$ cat src/hdl/lyndon_word_generator_defines.svh
// Assertion macros shared by the generator's modules.
`ifndef LYNDON_WORD_GENERATOR_DEFINES_SVH
`define LYNDON_WORD_GENERATOR_DEFINES_SVH

`ifndef NO_ASSERTIONS

// Same-cycle implication, disabled while reset is held.
`define LWG_ASSERT_IMPL(label, clk, rst_n, ante, cons) \
    label: assert property (@(posedge clk) disable iff (!(rst_n)) (ante) |-> (cons)) \
        else $error("assertion failed: label");

// Next-cycle implication, disabled while reset is held.
`define LWG_ASSERT_NEXT(label, clk, rst_n, ante, cons) \
    label: assert property (@(posedge clk) disable iff (!(rst_n)) (ante) |=> (cons)) \
        else $error("assertion failed: label");

`else

`define LWG_ASSERT_IMPL(label, clk, rst_n, ante, cons)
`define LWG_ASSERT_NEXT(label, clk, rst_n, ante, cons)

`endif

`endif

$ cat src/hdl/lwg_pkg.sv
package lwg_pkg;

    localparam int MAX_WORD_LEN = 16;
    localparam int MAX_ALPHABET = 16;

    localparam int SYM_W     = $clog2(MAX_ALPHABET);
    localparam int ADDR_W    = $clog2(MAX_WORD_LEN);
    localparam int LEN_W     = $clog2(MAX_WORD_LEN + 1);
    localparam int CFG_W     = 5;
    localparam int CFG_IDX_W = 2;

    localparam logic [CFG_IDX_W-1:0] REG_SYMBOL_COUNT    = CFG_IDX_W'(0);
    localparam logic [CFG_IDX_W-1:0] REG_MAX_WORD_LENGTH = CFG_IDX_W'(1);

    localparam logic [CFG_W-1:0] SYMBOL_COUNT_RESET    = CFG_W'(2);
    localparam logic [CFG_W-1:0] MAX_WORD_LENGTH_RESET = CFG_W'(8);

    typedef enum logic [2:0] {
        ST_IDLE,
        ST_EXTEND,
        ST_STRIP,
        ST_EMIT,
        ST_EXHAUST
    } state_t;

    typedef enum logic [3:0] {
        OP_NONE,
        OP_RESTART,
        OP_EXT_INIT,
        OP_EXT_STEP,
        OP_STRIP_INIT,
        OP_STRIP_STEP,
        OP_BUMP,
        OP_SET_DONE,
        OP_EMIT_STEP,
        OP_EXH_LOAD
    } op_t;

    // Store read address: head pointer or tail of the working word.
    typedef enum logic {
        RD_HEAD,
        RD_TAIL
    } rd_sel_t;

    typedef struct packed {
        op_t     op;
        rd_sel_t rd_sel;
    } cmd_t;

    typedef struct packed {
        logic started;
        logic done;
        logic ext_end;
        logic tail_zero;
        logic tail_top;
        logic emit_last;
        logic out_free;
    } status_t;

endpackage

$ cat src/hdl/lwg_datapath.sv
`include "lyndon_word_generator_defines.svh"

module lwg_datapath (
    input  logic                       aclk,
    input  logic                       aresetn,
    input  lwg_pkg::cmd_t              cmd,
    output lwg_pkg::status_t           status,
    input  logic [lwg_pkg::LEN_W-1:0]  eff_len,
    input  logic [lwg_pkg::SYM_W-1:0]  top_sym,
    output logic                       m_valid,
    input  logic                       m_ready,
    output logic [lwg_pkg::SYM_W-1:0]  m_symbol,
    output logic [lwg_pkg::ADDR_W-1:0] m_position,
    output logic                       m_last_symbol,
    output logic                       m_exhausted
);
    import lwg_pkg::*;

    logic [SYM_W-1:0]  store_reg [MAX_WORD_LEN];
    logic              wr_en;
    logic [ADDR_W-1:0] wr_addr;
    logic [SYM_W-1:0]  wr_data;

    logic [LEN_W-1:0]  wl_reg, wl_next;
    logic              started_reg, started_next;
    logic              done_reg, done_next;
    logic [LEN_W-1:0]  i_reg, i_next;
    logic [ADDR_W-1:0] j_reg, j_next;

    logic              m_valid_reg, m_valid_next;
    logic [SYM_W-1:0]  m_symbol_reg, m_symbol_next;
    logic [ADDR_W-1:0] m_position_reg, m_position_next;
    logic              m_last_reg, m_last_next;
    logic              m_exh_reg, m_exh_next;

    logic [LEN_W-1:0]  tail_idx;
    logic [ADDR_W-1:0] rd_addr;
    logic [SYM_W-1:0]  rd_data;
    logic [LEN_W-1:0]  j_plus;
    logic              j_at_end;

    assign tail_idx = i_reg - LEN_W'(1);
    assign rd_addr  = (cmd.rd_sel == RD_TAIL) ? tail_idx[ADDR_W-1:0] : j_reg;
    assign rd_data  = store_reg[rd_addr];
    assign j_plus   = {1'b0, j_reg} + LEN_W'(1);
    assign j_at_end = (j_plus == wl_reg);

    assign status.started   = started_reg;
    assign status.done      = done_reg;
    assign status.ext_end   = (i_reg >= eff_len);
    assign status.tail_zero = (i_reg == '0);
    assign status.tail_top  = (rd_data >= top_sym);
    assign status.emit_last = j_at_end;
    assign status.out_free  = !m_valid_reg || m_ready;

    always_comb begin
        wr_en           = 1'b0;
        wr_addr         = j_reg;
        wr_data         = rd_data;
        wl_next         = wl_reg;
        started_next    = started_reg;
        done_next       = done_reg;
        i_next          = i_reg;
        j_next          = j_reg;
        m_valid_next    = m_valid_reg && !m_ready;
        m_symbol_next   = m_symbol_reg;
        m_position_next = m_position_reg;
        m_last_next     = m_last_reg;
        m_exh_next      = m_exh_reg;
        case (cmd.op)
            OP_RESTART: begin
                wr_en        = 1'b1;
                wr_addr      = '0;
                wr_data      = '0;
                wl_next      = LEN_W'(1);
                started_next = 1'b1;
                done_next    = 1'b0;
                j_next       = '0;
            end
            OP_EXT_INIT: begin
                i_next = wl_reg;
                j_next = '0;
            end
            OP_EXT_STEP: begin
                // copy the stored word periodically past its end
                wr_en   = 1'b1;
                wr_addr = i_reg[ADDR_W-1:0];
                wr_data = rd_data;
                i_next  = i_reg + LEN_W'(1);
                j_next  = j_at_end ? '0 : j_plus[ADDR_W-1:0];
            end
            OP_STRIP_INIT: begin
                i_next = eff_len;
            end
            OP_STRIP_STEP: begin
                i_next = tail_idx;
            end
            OP_BUMP: begin
                wr_en   = 1'b1;
                wr_addr = tail_idx[ADDR_W-1:0];
                wr_data = rd_data + SYM_W'(1);
                wl_next = i_reg;
                j_next  = '0;
            end
            OP_SET_DONE: begin
                done_next = 1'b1;
            end
            OP_EMIT_STEP: begin
                m_valid_next    = 1'b1;
                m_symbol_next   = rd_data;
                m_position_next = j_reg;
                m_last_next     = j_at_end;
                m_exh_next      = 1'b0;
                j_next          = j_plus[ADDR_W-1:0];
            end
            OP_EXH_LOAD: begin
                m_valid_next    = 1'b1;
                m_symbol_next   = '0;
                m_position_next = '0;
                m_last_next     = 1'b1;
                m_exh_next      = 1'b1;
            end
            default: begin
            end
        endcase
    end

    always_ff @(posedge aclk) begin
        if (wr_en) begin
            store_reg[wr_addr] <= wr_data;
        end
        m_symbol_reg   <= m_symbol_next;
        m_position_reg <= m_position_next;
        m_last_reg     <= m_last_next;
        m_exh_reg      <= m_exh_next;
        i_reg          <= i_next;
        j_reg          <= j_next;
    end

    always_ff @(posedge aclk) begin
        if (!aresetn) begin
            wl_reg      <= '0;
            started_reg <= 1'b0;
            done_reg    <= 1'b0;
            m_valid_reg <= 1'b0;
        end else begin
            wl_reg      <= wl_next;
            started_reg <= started_next;
            done_reg    <= done_next;
            m_valid_reg <= m_valid_next;
        end
    end

    assign m_valid       = m_valid_reg;
    assign m_symbol      = m_symbol_reg;
    assign m_position    = m_position_reg;
    assign m_last_symbol = m_last_reg;
    assign m_exhausted   = m_exh_reg;

    `LWG_ASSERT_IMPL(a_len_range, aclk, aresetn, started_reg,
        (wl_reg != '0) && (wl_reg <= LEN_W'(MAX_WORD_LEN)))
    `LWG_ASSERT_IMPL(a_exh_form, aclk, aresetn, m_valid_reg && m_exh_reg,
        m_last_reg && (m_symbol_reg == '0) && (m_position_reg == '0))
    `LWG_ASSERT_IMPL(a_bump_below_top, aclk, aresetn, cmd.op == OP_BUMP,
        (rd_data < top_sym) && (i_reg != '0))

endmodule

$ cat src/hdl/lwg_ctrl.sv
`include "lyndon_word_generator_defines.svh"

module lwg_ctrl (
    input  logic              aclk,
    input  logic              aresetn,
    input  logic              s_valid,
    output logic              s_ready,
    input  logic              s_restart,
    input  lwg_pkg::status_t  status,
    output lwg_pkg::cmd_t     cmd
);
    import lwg_pkg::*;

    state_t state_reg, state_next;
    op_t    op;

    always_ff @(posedge aclk) begin
        if (!aresetn) begin
            state_reg <= ST_IDLE;
        end else begin
            state_reg <= state_next;
        end
    end

    // read address follows the state alone, so status never loops back into it
    assign cmd.rd_sel = (state_reg == ST_STRIP) ? RD_TAIL : RD_HEAD;
    assign cmd.op     = op;

    always_comb begin
        state_next = state_reg;
        op         = OP_NONE;
        s_ready    = 1'b0;
        case (state_reg)
            ST_IDLE: begin
                s_ready = 1'b1;
                if (s_valid) begin
                    if (s_restart || !status.started) begin
                        op         = OP_RESTART;
                        state_next = ST_EMIT;
                    end else if (status.done) begin
                        state_next = ST_EXHAUST;
                    end else begin
                        op         = OP_EXT_INIT;
                        state_next = ST_EXTEND;
                    end
                end
            end
            ST_EXTEND: begin
                if (status.ext_end) begin
                    op         = OP_STRIP_INIT;
                    state_next = ST_STRIP;
                end else begin
                    op = OP_EXT_STEP;
                end
            end
            ST_STRIP: begin
                if (status.tail_zero) begin
                    op         = OP_SET_DONE;
                    state_next = ST_EXHAUST;
                end else if (status.tail_top) begin
                    op = OP_STRIP_STEP;
                end else begin
                    op         = OP_BUMP;
                    state_next = ST_EMIT;
                end
            end
            ST_EMIT: begin
                if (status.out_free) begin
                    op = OP_EMIT_STEP;
                    if (status.emit_last) begin
                        state_next = ST_IDLE;
                    end
                end
            end
            ST_EXHAUST: begin
                if (status.out_free) begin
                    op         = OP_EXH_LOAD;
                    state_next = ST_IDLE;
                end
            end
            default: begin
                state_next = ST_IDLE;
            end
        endcase
    end

    `LWG_ASSERT_NEXT(a_accept_leaves_idle, aclk, aresetn, (state_reg == ST_IDLE) && s_valid, state_reg != ST_IDLE)

endmodule

$ cat src/hdl/lyndon_word_generator.sv
// Lyndon word generator: on each input transfer it produces the next Lyndon word, in
// lexicographic order, over the symbols 0 .. (alphabet size - 1) with length up to
// max_word_length, as one output transfer per symbol (position counts from 0,
// last_symbol marks the final one). A transfer with s_restart high, or the first
// after reset, yields the word "0". Once every word is out, each request yields one
// transfer with exhausted and last_symbol high and symbol 0, until a restart.
// Register 0 is the alphabet size (0 acts as 1, above 16 as 16), register 1 is
// max_word_length (0 acts as 1, above 16 as 16); write them only while idle, writes
// to other indexes are dropped. One request is worked at a time. The extend pass,
// the strip scan and the symbol output share the single read port of the word
// store, one entry per cycle, and the symbol output waits while the output side stalls.
module lyndon_word_generator (
    input  logic                          aclk,
    input  logic                          aresetn,
    input  logic                          cfg_valid,
    output logic                          cfg_ready,
    input  logic [lwg_pkg::CFG_IDX_W-1:0] cfg_index,
    input  logic [lwg_pkg::CFG_W-1:0]     cfg_data,
    input  logic                          s_valid,
    output logic                          s_ready,
    input  logic                          s_restart,
    output logic                          m_valid,
    input  logic                          m_ready,
    output logic [lwg_pkg::SYM_W-1:0]     m_symbol,
    output logic [lwg_pkg::ADDR_W-1:0]    m_position,
    output logic                          m_last_symbol,
    output logic                          m_exhausted
);
    import lwg_pkg::*;

    logic [CFG_W-1:0] alpha_reg, alpha_next;
    logic [CFG_W-1:0] max_len_reg, max_len_next;
    logic [CFG_W-1:0] eff_alpha;
    logic [LEN_W-1:0] eff_len;
    logic [SYM_W-1:0] top_sym;

    cmd_t    cmd;
    status_t status;

    // Configuration writes are always taken.
    assign cfg_ready = 1'b1;

    always_comb begin
        alpha_next   = alpha_reg;
        max_len_next = max_len_reg;
        if (cfg_valid) begin
            case (cfg_index)
                REG_SYMBOL_COUNT:    alpha_next   = cfg_data;
                REG_MAX_WORD_LENGTH: max_len_next = cfg_data;
                default: begin
                end
            endcase
        end
    end

    always_ff @(posedge aclk) begin
        if (!aresetn) begin
            alpha_reg   <= SYMBOL_COUNT_RESET;
            max_len_reg <= MAX_WORD_LENGTH_RESET;
        end else begin
            alpha_reg   <= alpha_next;
            max_len_reg <= max_len_next;
        end
    end

    // Clamp both registers into their legal ranges; the top symbol is one below
    // the alphabet size, and anything at or above it is stripped.
    always_comb begin
        if (alpha_reg == '0) begin
            eff_alpha = CFG_W'(1);
        end else if (alpha_reg > CFG_W'(MAX_ALPHABET)) begin
            eff_alpha = CFG_W'(MAX_ALPHABET);
        end else begin
            eff_alpha = alpha_reg;
        end
        if (max_len_reg == '0) begin
            eff_len = LEN_W'(1);
        end else if (max_len_reg > CFG_W'(MAX_WORD_LEN)) begin
            eff_len = LEN_W'(MAX_WORD_LEN);
        end else begin
            eff_len = LEN_W'(max_len_reg);
        end
    end

    assign top_sym = SYM_W'(eff_alpha - CFG_W'(1));

    lwg_ctrl u_ctrl (
        .aclk      (aclk),
        .aresetn   (aresetn),
        .s_valid   (s_valid),
        .s_ready   (s_ready),
        .s_restart (s_restart),
        .status    (status),
        .cmd       (cmd)
    );

    // Word store, working counters and the output register.
    lwg_datapath u_datapath (
        .aclk          (aclk),
        .aresetn       (aresetn),
        .cmd           (cmd),
        .status        (status),
        .eff_len       (eff_len),
        .top_sym       (top_sym),
        .m_valid       (m_valid),
        .m_ready       (m_ready),
        .m_symbol      (m_symbol),
        .m_position    (m_position),
        .m_last_symbol (m_last_symbol),
        .m_exhausted   (m_exhausted)
    );

endmodule

$ cat config.mk
export PLATFORM = sky130hd
export DESIGN_NAME = lyndon_word_generator
export DESIGN_NICKNAME = d
export VERILOG_FILES = /design/src/hdl/lwg_pkg.sv /design/src/hdl/lwg_datapath.sv /design/src/hdl/lwg_ctrl.sv /design/src/hdl/lyndon_word_generator.sv
export VERILOG_INCLUDE_DIRS = /design/src /design/src/hdl
export SDC_FILE = /design/constraint.sdc
export NUM_CORES = 1
export LEC_CHECK = 0
export ABC_AREA = 0
export ABC_CLOCK_PERIOD_IN_PS = 10800
export BUFFER_PORTS_ARGS = -buffer_cell sky130_fd_sc_hd__buf_2
export CORE_MARGIN = 5
export CORE_UTILIZATION = 45
export CTS_BUF_LIST = sky130_fd_sc_hd__clkbuf_16
export DETAILED_ROUTE_END_ITERATION = 7
export PLACE_DENSITY_LB_ADDON = 0.12
export SLEW_MARGIN = 20
export SYNTH_ARGS = -nofsm -noshare
export SYNTH_HDL_FRONTEND = slang
export SYNTH_SLANG_ARGS = --single-unit
$ cat constraint.sdc
create_clock -name aclk -period 10.8 [get_ports aclk]
set_clock_uncertainty 0.2 [all_clocks]
set_input_delay 0.54 -clock aclk [delete_from_list [all_inputs] [get_ports aclk]]
set_output_delay 0.54 -clock aclk [all_outputs]
set_load 0.02 [all_outputs]
Word-level counts from Yosys, hierarchy flattened
Memory sizes are Yosys's and may differ from the RTL's.
Index checks and enable logic that the tools add are counted.
{"block": "word_totals", "reg_bits": 40, "ramBits": 64, "in_bits": 13, "out_inout_bits": 13, "word_cells": 107, "memories": 1}
{"block": "op_classes", "add_sub_neg": 5, "n_lt_le_gt_ge": 4, "eq_ne": 21, "mux": 41, "n_reduce_logical": 22}
{"name": "u_datapath.store_reg", "words": 16, "width": 4, "read_ports": 1, "rd_clocked_by_memory_dff": 0, "write_ports": 1, "line_no": "lwg_datapath.sv:19", "source": "logic [SYM_W-1:0] store_reg [MAX_WORD_LEN];"}
{"cell": "4-bit 2-to-1 mux", "count": 9}
{"cell": "3-bit 2-to-1 mux", "count": 10}
{"cell": "4-bit one-hot mux with 2 select lines", "count": 3}
{"cell": "4-bit one-hot mux with 3 select lines", "count": 2}
{"cell": "4-bit one-hot mux with 5 select lines", "count": 1}
{"cell": "5-bit one-hot mux with 4 select lines", "count": 1}
{"cell": "4-bit by 3-bit == test with 1-bit output (second input constant)", "count": 4}
{"cell": "5-bit zero test", "count": 3}
{"cell": "3-bit one-hot mux with 5 select lines", "count": 1}
{"cell": "5-bit > comparator (second input constant)", "count": 2}
{"cell": "5-bit 2-to-1 mux", "count": 2}
{"cell": "5-bit one-hot mux with 2 select lines", "count": 1}
{"cell": "4-bit by 2-bit == test with 1-bit output (second input constant)", "count": 2}
{"cell": "4-bit == test (second input constant)", "count": 2}
{"cell": "2-bit != test (second input constant)", "count": 4}
{"cell": "3-bit by 2-bit == test with 1-bit output (second input constant)", "count": 2}
{"cell": "1-bit 2-to-1 mux", "count": 6}
{"cell": "1-bit one-hot mux with 2 select lines", "count": 3}
{"cell": "6-bit AND reduction", "count": 1}
{"cell": "2-bit nonzero test", "count": 3}
{"cell": "3-bit OR reduction", "count": 2}
{"cell": "4-bit by 1-bit adder with 5-bit output (second input constant)", "count": 1}
{"cell": "5-bit by 1-bit adder with 5-bit output (second input constant)", "count": 1}
{"cell": "5-bit == test", "count": 1}
{"cell": "21 further kinds", "count": 26}

Depth between registers and ports, before layout
Gate-level depths: netlist of run 1.
{"block": "depth", "ltp_word": 13, "ltp_mapped": 23, "depth_no_buf": 18}

By module
From an unflattened synthesis of run 1, not the netlist that was laid out.
{"block": "unflattened", "hier_cells": 569, "area_unflattened_um2": 5834.3}
{"module": "lwg_datapath", "instances": 1, "cells_per_inst": 455, "area_each_um2": 4941.0, "seq_area_each_um2": 2652.5}
{"module": "lyndon_word_generator", "instances": 1, "cells_per_inst": 59, "area_each_um2": 523.0, "seq_area_each_um2": 200.2}
{"module": "lwg_ctrl", "instances": 1, "cells_per_inst": 55, "area_each_um2": 370.4, "seq_area_each_um2": 60.1}

Worst setup path after synthesis of run 1
Ideal clock, no wire load.
{"block": "synth_timing", "path_type": "reg2reg", "start": "register u_datapath.i_reg[0]", "end": "memory u_datapath.store_reg[0][1] in the netlist's numbering (data pin)", "setup_ns": 0.341, "t_arrival_ns": 5.026, "required_time_ns": 10.259, "setup_slack_ns": 5.233, "stages_incl_launch_ff": 22, "n_path_buf": 6, "path_cell_list": "edfxtp_1 > buf_4 > inv_1 > ha_1 > clkbuf_1 > or4b_4 > a21boi_1 > buf_2 > nand2_1 > a311oi_1 > a211o_1 > and2_1 > ha_1 > a21o_1 > a21o_1 > nand2b_1 > a2111oi_0 > or3_1 > buf_2 > buf_2 > buf_2 > o31ai_1"}
{"block": "synth_between", "elab_chain_len": 9}
{"item": "start: declaration", "line_no": "lwg_datapath.sv:27", "source": "logic [LEN_W-1:0] i_reg, i_next;"}
{"item": "start signal: assignment", "line_no": "lwg_datapath.sv:136", "source": "i_reg <= i_next;"}
{"item": "5-bit by 1-bit subtractor with 5-bit output *", "line_no": "lwg_datapath.sv:42", "source": "assign tail_idx = i_reg - LEN_W'(1);"}
{"item": "4-bit 2-to-1 mux *", "line_no": "lwg_datapath.sv:43", "source": "assign rd_addr = (cmd.rd_sel == RD_TAIL) ? tail_idx[ADDR_W-1:0] : j_reg;"}
{"item": "memory read 16 x 4 bit *"}
{"item": "via u_datapath.rd_data[2]", "line_no": "lwg_datapath.sv:38", "source": "logic [SYM_W-1:0] rd_data;"}
{"item": "4-bit >= comparator *", "line_no": "lwg_datapath.sv:52", "source": "assign status.tail_top = (rd_data >= top_sym);"}
{"item": "2-bit 2-to-1 mux *", "line_no": "lwg_ctrl.sv:60", "source": "end else if (status.tail_top) begin"}
{"item": "4-bit 2-to-1 mux *", "line_no": "lwg_ctrl.sv:57", "source": "if (status.tail_zero) begin"}
{"item": "4-bit one-hot mux with 5 select lines *", "line_no": "lwg_ctrl.sv:33", "source": "case (state_reg)"}
{"item": "4-bit by 3-bit == test with 1-bit output or 4-bit by 1-bit == test with 1-bit output (tied branches)", "line_no": "lwg_datapath.sv:70", "source": "case (cmd.op)"}
{"item": "4-bit one-hot mux with 2 select lines *", "line_no": "lwg_datapath.sv:70"}
{"item": "via u_datapath.wr_data[1]", "line_no": "lwg_datapath.sv:22", "source": "logic [SYM_W-1:0] wr_data;"}
{"item": "end: declaration", "line_no": "lwg_datapath.sv:19"}
Mark *: on every way through the listed nets, which the timed path passes. The rest lies on a longest branch.

Worst setup path in the final report of run 1
{"block": "layout_timing", "start": "register u_datapath.i_reg[0]", "end": "memory u_datapath.store_reg[3][0] in the netlist's numbering (enable)"}
{"block": "layout_between", "elab_chain_len": 12}
{"item": "5-bit by 1-bit subtractor with 5-bit output *", "line_no": "lwg_datapath.sv:42"}
{"item": "4-bit 2-to-1 mux *", "line_no": "lwg_datapath.sv:43"}
{"item": "memory read 16 x 4 bit *"}
{"item": "via u_datapath.rd_data[3]", "line_no": "lwg_datapath.sv:38"}
{"item": "4-bit >= comparator *", "line_no": "lwg_datapath.sv:52"}
{"item": "2-bit 2-to-1 mux *", "line_no": "lwg_ctrl.sv:60"}
{"item": "4-bit 2-to-1 mux *", "line_no": "lwg_ctrl.sv:57"}
{"item": "4-bit one-hot mux with 5 select lines *", "line_no": "lwg_ctrl.sv:33"}
{"item": "4-bit by 1-bit == test with 1-bit output (tied with other cells)", "line_no": "lwg_datapath.sv:70"}
{"item": "3-bit OR reduction (no source line)"}
{"item": "1-bit 2-to-1 mux", "line_no": "lwg_datapath.sv:70"}
{"item": "1-bit 2-to-1 mux", "line_no": "lwg_datapath.sv:129", "source": "if (wr_en) begin"}
{"item": "1-bit 2-to-1 mux (not written as such)", "line_no": "lwg_datapath.sv:130", "source": "store_reg[wr_addr] <= wr_data;"}
Marks and branches as above.

==> impl_metrics.tcl, run 1 <==
set metrics [dict create \
    syn_nets 508 \
    start_util 0.458 \
    cts_tree "done" \
    cts_made_buffers 9 \
    final_common_cell "edfxtp_1" \
    die_area_mm2 0.0145 \
    min_period_ns 7.24 \
    core_mm2 0.0120 \
    slew_violations 0 \
    root_buffer "clkbuf_16" \
    dp_hpwl_um 10000 \
    io_pins 26 \
    ys_seq_area_frac 0.532 \
    critPathMaxStageDelay_ns 0.72 \
    crit_buf_inv 1 \
    synth_top_family_by_area "simple AND/OR/NAND/NOR gates" \
    status "completed" \
    finalSetupViolCount 0 \
    mostFrequentLayoutCells "83 x edfxtp_1, 51 x nand2_1, 47 x nor2_1" \
    finalHoldViolCount 0 \
    nets 523 \
    netlist_area_mm2 0.00548 \
    cp-start-kind "flop" \
    largest_reg_flops 64 \
    yosys.area_share.adder 0.0297 \
    dr.first_iter.drc_count 416 \
    viasPerCell 6.05 \
    via_count 3926 \
    crit_required_ns 10.60 \
    cts_setup_buffers 0 \
    antenna_found_initial 0 \
    ys_seq_elements 104 \
    critPathArrivalTime_ns 7.04 \
    syn_inst 482 \
    grt_setup_unrepaired "no" \
    synthToLayoutAreaGrowth_pct 9.07 \
    yosysWarnings 0 \
    clk_pin_slew_ns 0.07 \
    critPathTopFamily "compound AO/OA/AOI/OAI gates" \
    hold_path_class "input port to flop" \
    htreeDepth 3 \
    cp_slowest_cell "edfxtp_1" \
    wl_per_cell_um 21.0 \
    layout-drive-gt1-share 0.141 \
    synthArstFlopShare 0 \
    worstMarginPinSlew_ns 0.935 \
    synthTopCellsByArea "edfxtp_1 46%, dfxtp_1 7.7%, mux2i_1 4.9%" \
    crit_path_cell_trace "inv_1 -> ha_1 -> or4b_4 -> a21boi_1 -> nand2_1 -> and3_1 -> a311oi_1 -> a211oi_1 -> a21oi_1 -> ha_1 -> a21o_1 -> nand2b_1 -> a2111oi_0 -> or3_1 -> nand2_1 -> a21boi_1 -> nor3b_1" \
    worstSetupEndpointType "flop" \
    fillers 1076 \
    max_freq_mhz 138 \
    cp_max_fo 24 \
    grt.total_usage 0.197 \
    synth_edf_count 83 \
    synthFlopType "edfxtp_1" \
    synth_xor_area_frac 0.0206 \
    slew_headroom 0.372 \
    drc 0 \
    die_h_um 120 \
    insertedDiodeCount 0 \
    synthMuxAreaShare 0.0893 \
    cts_resized 0 \
    grt_max_degree 25 \
    postSynthAreaPerCell_um2 11.4 \
    post-route-period-util 0.671 \
    synth_compound_area_frac 0.126 \
    synth.distinct_cells 69 \
    grt_pass1_vias 3686 \
    rows 40 \
    grt_pass1_wl_um 21600 \
    globalplace.congestion 0.915 \
    synth_area_leader_cell "edfxtp_1" \
    maxCapViolations 0 \
    die_x_um 120 \
    synth_top_area_share 0.455 \
    crit_type "flop to flop" \
    clk_path_buf_depth 2 \
    port_buffers 24 \
    clock_sinks 104 \
    drt_wl_total_um 13600 \
    clk_latency_ns 0.36 \
    overflow 0 \
    drt-pass1-iter-count 5 \
    synth_simple_gate_area_frac 0.172 \
    post_cts_hold_buffer_count 0 \
    ant_nets 0 \
    fin_setup_tns_ns 0 \
]
==> final timing paths <==
path / from / endpoint / slack, ns / depth (start not counted)
max: u_datapath.i_reg[0]$_DFFE_PP_ / u_datapath.store_reg[3][0]$_DFFE_PP_ / 3.56 / 17
min: cfg_data[1] / alpha_reg[1]$_SDFFE_PN1P_ / 0.23 / 3
max reg2reg: u_datapath.i_reg[0]$_DFFE_PP_ / u_datapath.store_reg[3][0]$_DFFE_PP_ / 3.56 / 17
min reg2reg: u_datapath.started_reg$_SDFFE_PN0P_ / u_datapath.started_reg$_SDFFE_PN0P_ / 0.27 / 2
==> layer usage <==
layer  wire length (um)  GRT usage  share of wire  vias up
met5                  0          0              0        -
met4                218     0.0637          0.016        0
met3                899     0.0426          0.066       15
met2               6080      0.287           0.45      137
met1               6450      0.293           0.47     1925
li1                   -          -              -     1849
==> cells by family (layout without fill, tap and decap cells) <==
family	after synthesis	count (layout)
AOI/OAI and AO/OA	92	92
xor gates and xnor gates	12	12
adders and majority gates	13	13
buffers and inverters	36	56
DFF	104	104
muxes	38	38
other	1	1
and+or+nand+nor	186	186
==> synth_stat cells (all sizes together) (2+ instances only) <==
| master | instances |
|---|---|
| a2111oi | 2 |
| a211o | 2 |
| a211oi | 9 |
| a21boi | 2 |
| a21o | 5 |
| a21oi | 17 |
| a221o | 2 |
| a22o | 4 |
| a22oi | 7 |
| a311o | 2 |
| a311oi | 4 |
| a31o | 3 |
| a31oi | 3 |
| and2 | 5 |
| and3 | 6 |
| buf | 19 |
| clkbuf | 7 |
| dfxtp | 21 |
| edfxtp | 83 |
| ha | 13 |
| inv | 9 |
| mux2i | 29 |
| mux4 | 8 |
| nand2 | 51 |
| nand2b | 7 |
| nand3 | 17 |
| nand3b | 7 |
| nor2 | 47 |
| nor2b | 9 |
| nor3 | 18 |
| nor3b | 3 |
| nor4b | 3 |
| o211a | 2 |
| o211ai | 4 |
| o21ai | 10 |
| o22a | 4 |
| o31ai | 2 |
| or2 | 3 |
| or3 | 4 |
| xnor2 | 6 |
| xor2 | 6 |
==> through the flow <==
| stage | utilization | instance area (um2) | worst slack (ns) | std cells | hold WS, ns |
|---|---|---|---|---|---|
| global route | 0.499 | 5970 | 2.96 | 649 | 0.238 |
| floorplan | - | 5480 | 5.23 | 482 | 0.241 |
| finish | 0.499 | 5970 | 3.56 | 649 | 0.227 |
| detailed placement | 0.477 | 5700 | 3.66 | 633 | 0.263 |
| CTS | 0.499 | 5970 | 3.64 | 649 | 0.214 |
| global placement | 0.476 | 5690 | 3.37 | 632 | 0.252 |
==> worst register-to-register path: stages (launching register included) <==
cell and delay, ns:
edfxtp_1 0.72, inv_1 0.30, ha_1 0.60, or4b_4 0.23
a21boi_1 0.72, nand2_1 0.12, and3_1 0.20, a311oi_1 0.30
a211oi_1 0.11, a21oi_1 0.36, ha_1 0.32, a21o_1 0.18
nand2b_1 0.24, a2111oi_0 0.39, or3_1 0.65, nand2_1 0.33
a21boi_1 0.37, nor3b_1 0.56
==> layout make-up <==
| class | instances | area (um2) | share of cell area |
|---|---|---|---|
| clock buffer | 9 | 225 | 0.0377 |
| clock inverter | 7 | 46.3 | 0.00775 |
| inverter | 10 | 37.5 | 0.00628 |
| multi-input combinational | 342 | 2400 | 0.402 |
| sequential | 104 | 2910 | 0.488 |
| tap | 147 | 184 | 0.0308 |
| timing repair buffer | 30 | 165 | 0.0276 |
Power of run 1 is left out: the tool's default activity adds up to more than one toggle a clock period on the data nets, which glitch-free logic cannot reach.
==> inputs of run 2 (changes only) <==
--- a/config.mk
+++ b/config.mk
@@ -7,7 +7,7 @@
 export NUM_CORES = 1
 export LEC_CHECK = 0
 export ABC_AREA = 0
-export ABC_CLOCK_PERIOD_IN_PS = 10800
+export ABC_CLOCK_PERIOD_IN_PS = 6040
 export BUFFER_PORTS_ARGS = -buffer_cell sky130_fd_sc_hd__buf_2
 export CORE_MARGIN = 5
 export CORE_UTILIZATION = 45
==> constraint.sdc (replaced) <==
create_clock -name aclk -period 6.04 [get_ports aclk]
set_clock_uncertainty 0.2 [all_clocks]
set_input_delay 0.302 -clock aclk [delete_from_list [all_inputs] [get_ports aclk]]
set_output_delay 0.302 -clock aclk [all_outputs]
set_load 0.02 [all_outputs]
==> impl_metrics.tcl, run 2 (synthesis gave the netlist of run 1 again) <==
set metrics [dict create \
    drc 0 \
    io_pins 26 \
    dr.first_iter.drc_count 454 \
    final_common_cell "edfxtp_1" \
    stdcell_count 668 \
    port_buffers 24 \
    core_mm2 0.0120 \
    start_util 0.458 \
    crit_required_ns 5.82 \
    globalplace.congestion 0.858 \
    hold_path_class "input port to flop" \
    clk_latency_ns 0.35 \
    crit_start "u_datapath.i_reg[0]$_DFFE_PP_" \
    overflow 0 \
    via_count 3972 \
    cp-start-kind "flop" \
    finalHoldViolCount 0 \
    grt_setup_unrepaired "yes" \
    post-route-period-util 0.945 \
    slew_violations 0 \
    ant_nets 0 \
    cts_made_buffers 9 \
    worstSetupEndpointType "flop" \
    fillers 1035 \
    crit_type "flop to flop" \
    status "completed" \
    multi_input_area_mm2 0.00241 \
    clk_pin_slew_ns 0.07 \
    mostFrequentLayoutCells "83 x edfxtp_1, 51 x nand2_1, 45 x nor2_1" \
    max_freq_mhz 175 \
    hold_depth 2 \
    reg2reg_depth 18 \
    slew_headroom 0.380 \
    worstMarginPinSlew_ns 0.928 \
    grt_pass1_vias 3737 \
    drt-pass1-iter-count 5 \
    cts_tree "done" \
    root_buffer "clkbuf_16" \
    regArea_mm2 0.00291 \
    finalSetupViolCount 0 \
    insertedDiodeCount 0 \
    drt_wl_total_um 14000 \
    nets 544 \
    critPathArrivalTime_ns 5.49 \
    viasPerCell 5.95 \
    grt.total_usage 0.199 \
    layout-drive-gt1-share 0.167 \
    clk_path_buf_depth 2 \
    die_area_mm2 0.0145 \
    maxCapViolations 0 \
    reg2reg_from "u_datapath.i_reg[0]$_DFFE_PP_" \
    hp-start "aresetn" \
    wl_per_cell_um 20.9 \
    largest_reg_flops 64 \
    htreeDepth 3 \
    min_period_ns 5.71 \
    grt_pass1_wl_um 21900 \
    synthToLayoutAreaGrowth_pct 12.2 \
    cp_max_fo 18 \
    dp_hpwl_um 10300 \
    dp_cells 650 \
    antenna_found_initial 0 \
    clock_sinks 104 \
    die_x_um 120 \
    die_h_um 120 \
    rows 40 \
    grt_max_degree 19 \
]
[run 2: through the flow]
step	hold slack [ns]	setup slack, ns	util	TNS, ns	cell area [um2]
after floorplan	0.227	0.473	-	0	5480
after global placement	0.254	0.436	0.488	0	5840
after detailed placement	0.266	0.276	0.488	0	5840
after CTS	0.00693	0.244	0.513	0	6130
after global routing	0.0191	-0.0521	0.514	-0.572	6140
final	0.0125	0.332	0.514	0	6140
[run 2: area by class of cell]
type,instances,area share
Clock buffer,9,0.0367
Clock inverter,5,0.00550
Inverter,10,0.00611
Multi-Input combinational cell,342,0.392
Sequential cell,104,0.474
Tap cell,147,0.0299
Timing Repair Buffer,51,0.0562
[run 2: critical path, cell delays in order (launching register included)]
cell and delay (ns):
edfxtp_1 0.40, inv_1 0.09, ha_1 0.24, or4b_4 0.54
o21ai_4 0.25, mux2i_1 0.29, mux2i_1 0.10, a211o_1 0.34
and2_1 0.19, ha_1 0.30, a21o_1 0.11, a21o_1 0.13
nand2b_1 0.26, a2111oi_0 0.11, or3_1 0.44, buf_4 0.19
a21o_1 0.19, a221o_1 0.37, nor3_1 0.58
[run 2: per-layer routing]
metal,routed length (um),up-vias,track usage
met2,6330,128,0.307
met1,6640,1941,0.289
met4,206,0,0.0559
met3,808,17,0.0384
met5,0,-,0
li1,-,1886,-
[run 2: what timing repair did]
item / CTS / global route
hold endpoints to repair: 4 / 0
setup endpoints to repair: 0 / 24
resized for setup: 0 / 3
hold buffers: 4 / 0
setup buffers: 0 / 0
[run 2: path summary, 6_finish.rpt]
check | endpoint | slack, ns
worst min register to register | u_datapath.started_reg$_SDFFE_PN0P_ | 0.28
worst min-delay path | max_len_reg[3]$_SDFFE_PN1P_ | 0.01
worst max register to register | u_datapath.store_reg[2][2]$_DFFE_PP_ | 0.33
worst max-delay path | u_datapath.store_reg[2][2]$_DFFE_PP_ | 0.33
Power of run 2 is left out for the same reason.
==> inputs of run 3 (changes only) <==
--- a/config.mk
+++ b/config.mk
@@ -10,10 +10,11 @@
 export ABC_CLOCK_PERIOD_IN_PS = 6040
 export BUFFER_PORTS_ARGS = -buffer_cell sky130_fd_sc_hd__buf_2
 export CORE_MARGIN = 5
-export CORE_UTILIZATION = 45
+export CORE_UTILIZATION = 40
 export CTS_BUF_LIST = sky130_fd_sc_hd__clkbuf_16
 export DETAILED_ROUTE_END_ITERATION = 7
 export PLACE_DENSITY_LB_ADDON = 0.12
+export SKIP_CTS_REPAIR_TIMING = 1
 export SLEW_MARGIN = 20
 export SYNTH_ARGS = -nofsm -noshare
 export SYNTH_HDL_FRONTEND = slang
==> impl_metrics.tcl, run 3 (synthesis gave the netlist of run 1 again) <==
set metrics [dict create \
    dr.first_iter.drc_count 520 \
    status "finished with violations" \
    grt_max_degree 20 \
    grt_pass1_wl_um 23100 \
    antenna_found_initial 0 \
    die_area_mm2 0.0161 \
    min_to "alpha_reg[1]$_SDFFE_PN1P_" \
    overflow 0 \
    critPathMaxStageDelay_ns 0.54 \
    finalHoldViolCount 2 \
    failed_checks "hold timing" \
    final_common_cell "edfxtp_1" \
    clk_pin_slew_ns 0.08 \
    ant_nets 0 \
    post-route-period-util 0.954 \
    regArea_mm2 0.00291 \
    io_pins 26 \
    rows 42 \
    clk_latency_ns 0.36 \
    start_util 0.410 \
    drt_wl_total_um 14800 \
    dp_cells 679 \
    dp_hpwl_um 10800 \
    hold_depth 3 \
    reg2reg_depth 17 \
    die_x_um 127 \
    cp_slowest_cell "or4b_4" \
    root_buffer "clkbuf_16" \
    globalplace.congestion 0.874 \
    die_h_um 127 \
    hp-start "cfg_data[1]" \
    critPathArrivalTime_ns 5.56 \
    viasPerCell 5.76 \
    grt_pass1_vias 3770 \
    port_buffers 24 \
    worstSetupEndpointType "flop" \
    slew_violations 0 \
    clock_sinks 104 \
    core_mm2 0.0133 \
    cts_made_buffers 9 \
    cts_tree "done" \
    cp-start-kind "flop" \
    final_core_util 0.464 \
    insertedDiodeCount 0 \
    wl_per_cell_um 21.3 \
    fillers 1275 \
    crit_type "flop to flop" \
    via_count 4006 \
    hold_path_class "input port to flop" \
    reg2reg_from "u_datapath.i_reg[0]$_DFFE_PP_" \
    finalSetupViolCount 0 \
    drt-pass1-iter-count 5 \
    crit_path_cell_trace "inv_1 -> ha_1 -> or4b_4 -> o21ai_4 -> mux2i_1 -> mux2i_1 -> a211o_1 -> and2_1 -> ha_1 -> a21o_1 -> a21o_1 -> nand2b_1 -> a2111oi_0 -> or3_1 -> o221ai_1 -> nand3b_1 -> nor3_1" \
    multi_input_area_mm2 0.00241 \
    slew_headroom 0.312 \
    clk_path_buf_depth 2 \
    r2r_end "u_datapath.store_reg[0][1]$_DFFE_PP_" \
    synthToLayoutAreaGrowth_pct 13.0 \
    nets 540 \
    holdWs_ns -0.0123 \
    largest_reg_flops 64 \
    layout-drive-gt1-share 0.171 \
    max_freq_mhz 173 \
    r2r_slack_ns 0.28 \
    grt.total_usage 0.188 \
    maxCapViolations 0 \
    worstMarginPinSlew_ns 1.03 \
    stdcell_count 695 \
    htreeDepth 3 \
    mostFrequentLayoutCells "83 x edfxtp_1, 51 x nand2_1, 47 x nor2_1" \
    grt_setup_unrepaired "yes" \
    min_period_ns 5.76 \
    cp_max_fo 18 \
    drc 0 \
    crit_required_ns 5.84 \
]
==> run 3: cell count changes in the layout (fill, tap and decap cells not counted), sizes merged <==
cell / delta
dlygate4sd3: -4
bufinv: +1
inv: +1
==> run 3: per-layer routing <==
layer | wire (um) | GRT usage | up-vias
met1 | 6970 | 0.275 | 1968
met2 | 6610 | 0.287 | 137
li1 | - | - | 1880
met3 | 1030 | 0.0392 | 21
met5 | 0 | 0 | -
met4 | 217 | 0.0467 | 0
==> run 3: worst max-delay path by stage <==
| stage | from | endpoint | slack (ns) |
|---|---|---|---|
| 2_1_floorplan | u_datapath.i_reg[0]$_DFFE_PP_ | u_datapath.store_reg[0][1]$_DFFE_PP_ | 0.47 |
| 4_1_cts | u_ctrl.state_reg[2]$_SDFFE_PN0P_ | u_datapath.store_reg[3][1]$_DFFE_PP_ | 0.18 |
| 5_1_grt | u_datapath.i_reg[0]$_DFFE_PP_ | u_datapath.store_reg[8][0]$_DFFE_PP_ | -0.03 |
| 3_3_place_gp | u_ctrl.state_reg[2]$_SDFFE_PN0P_ | u_datapath.store_reg[3][1]$_DFFE_PP_ | 0.27 |
| 6_report | u_datapath.i_reg[0]$_DFFE_PP_ | u_datapath.store_reg[0][1]$_DFFE_PP_ | 0.28 |
| 3_5_place_dp | u_ctrl.state_reg[2]$_SDFFE_PN0P_ | u_datapath.store_reg[3][1]$_DFFE_PP_ | 0.21 |
==> run 3: area by class of cell <==
cell class / instances / share of cell area
Tap cell: 176 / 0.0356
Sequential cell: 104 / 0.471
Timing Repair Buffer: 47 / 0.0473
Clock buffer: 9 / 0.0364
Multi-Input combinational cell: 342 / 0.390
Clock inverter: 7 / 0.0141
Inverter: 10 / 0.00606
==> run 3: per-stage QoR <==
step / TNS (ns) / worst slack [ns] / instance area [um2]
2_1_floorplan: 0 / 0.473 / 5480
3_3_place_gp: 0 / 0.269 / 5860
3_5_place_dp: 0 / 0.210 / 5860
4_1_cts: 0 / 0.182 / 6170
5_1_grt: -0.125 / -0.0265 / 6190
6_report: 0 / 0.276 / 6190
==> run 3: critical path: cells and delay by family, from the launching register on <==
kind / cells / cell delay, ns
fa+ha+maj: 2 / 0.57
simple gates: 6 / 2.18
compound gates: 6 / 1.58
flops: 1 / 0.39
buf+inv: 1 / 0.11
mux: 2 / 0.37
Power of run 3 is left out for the same reason.
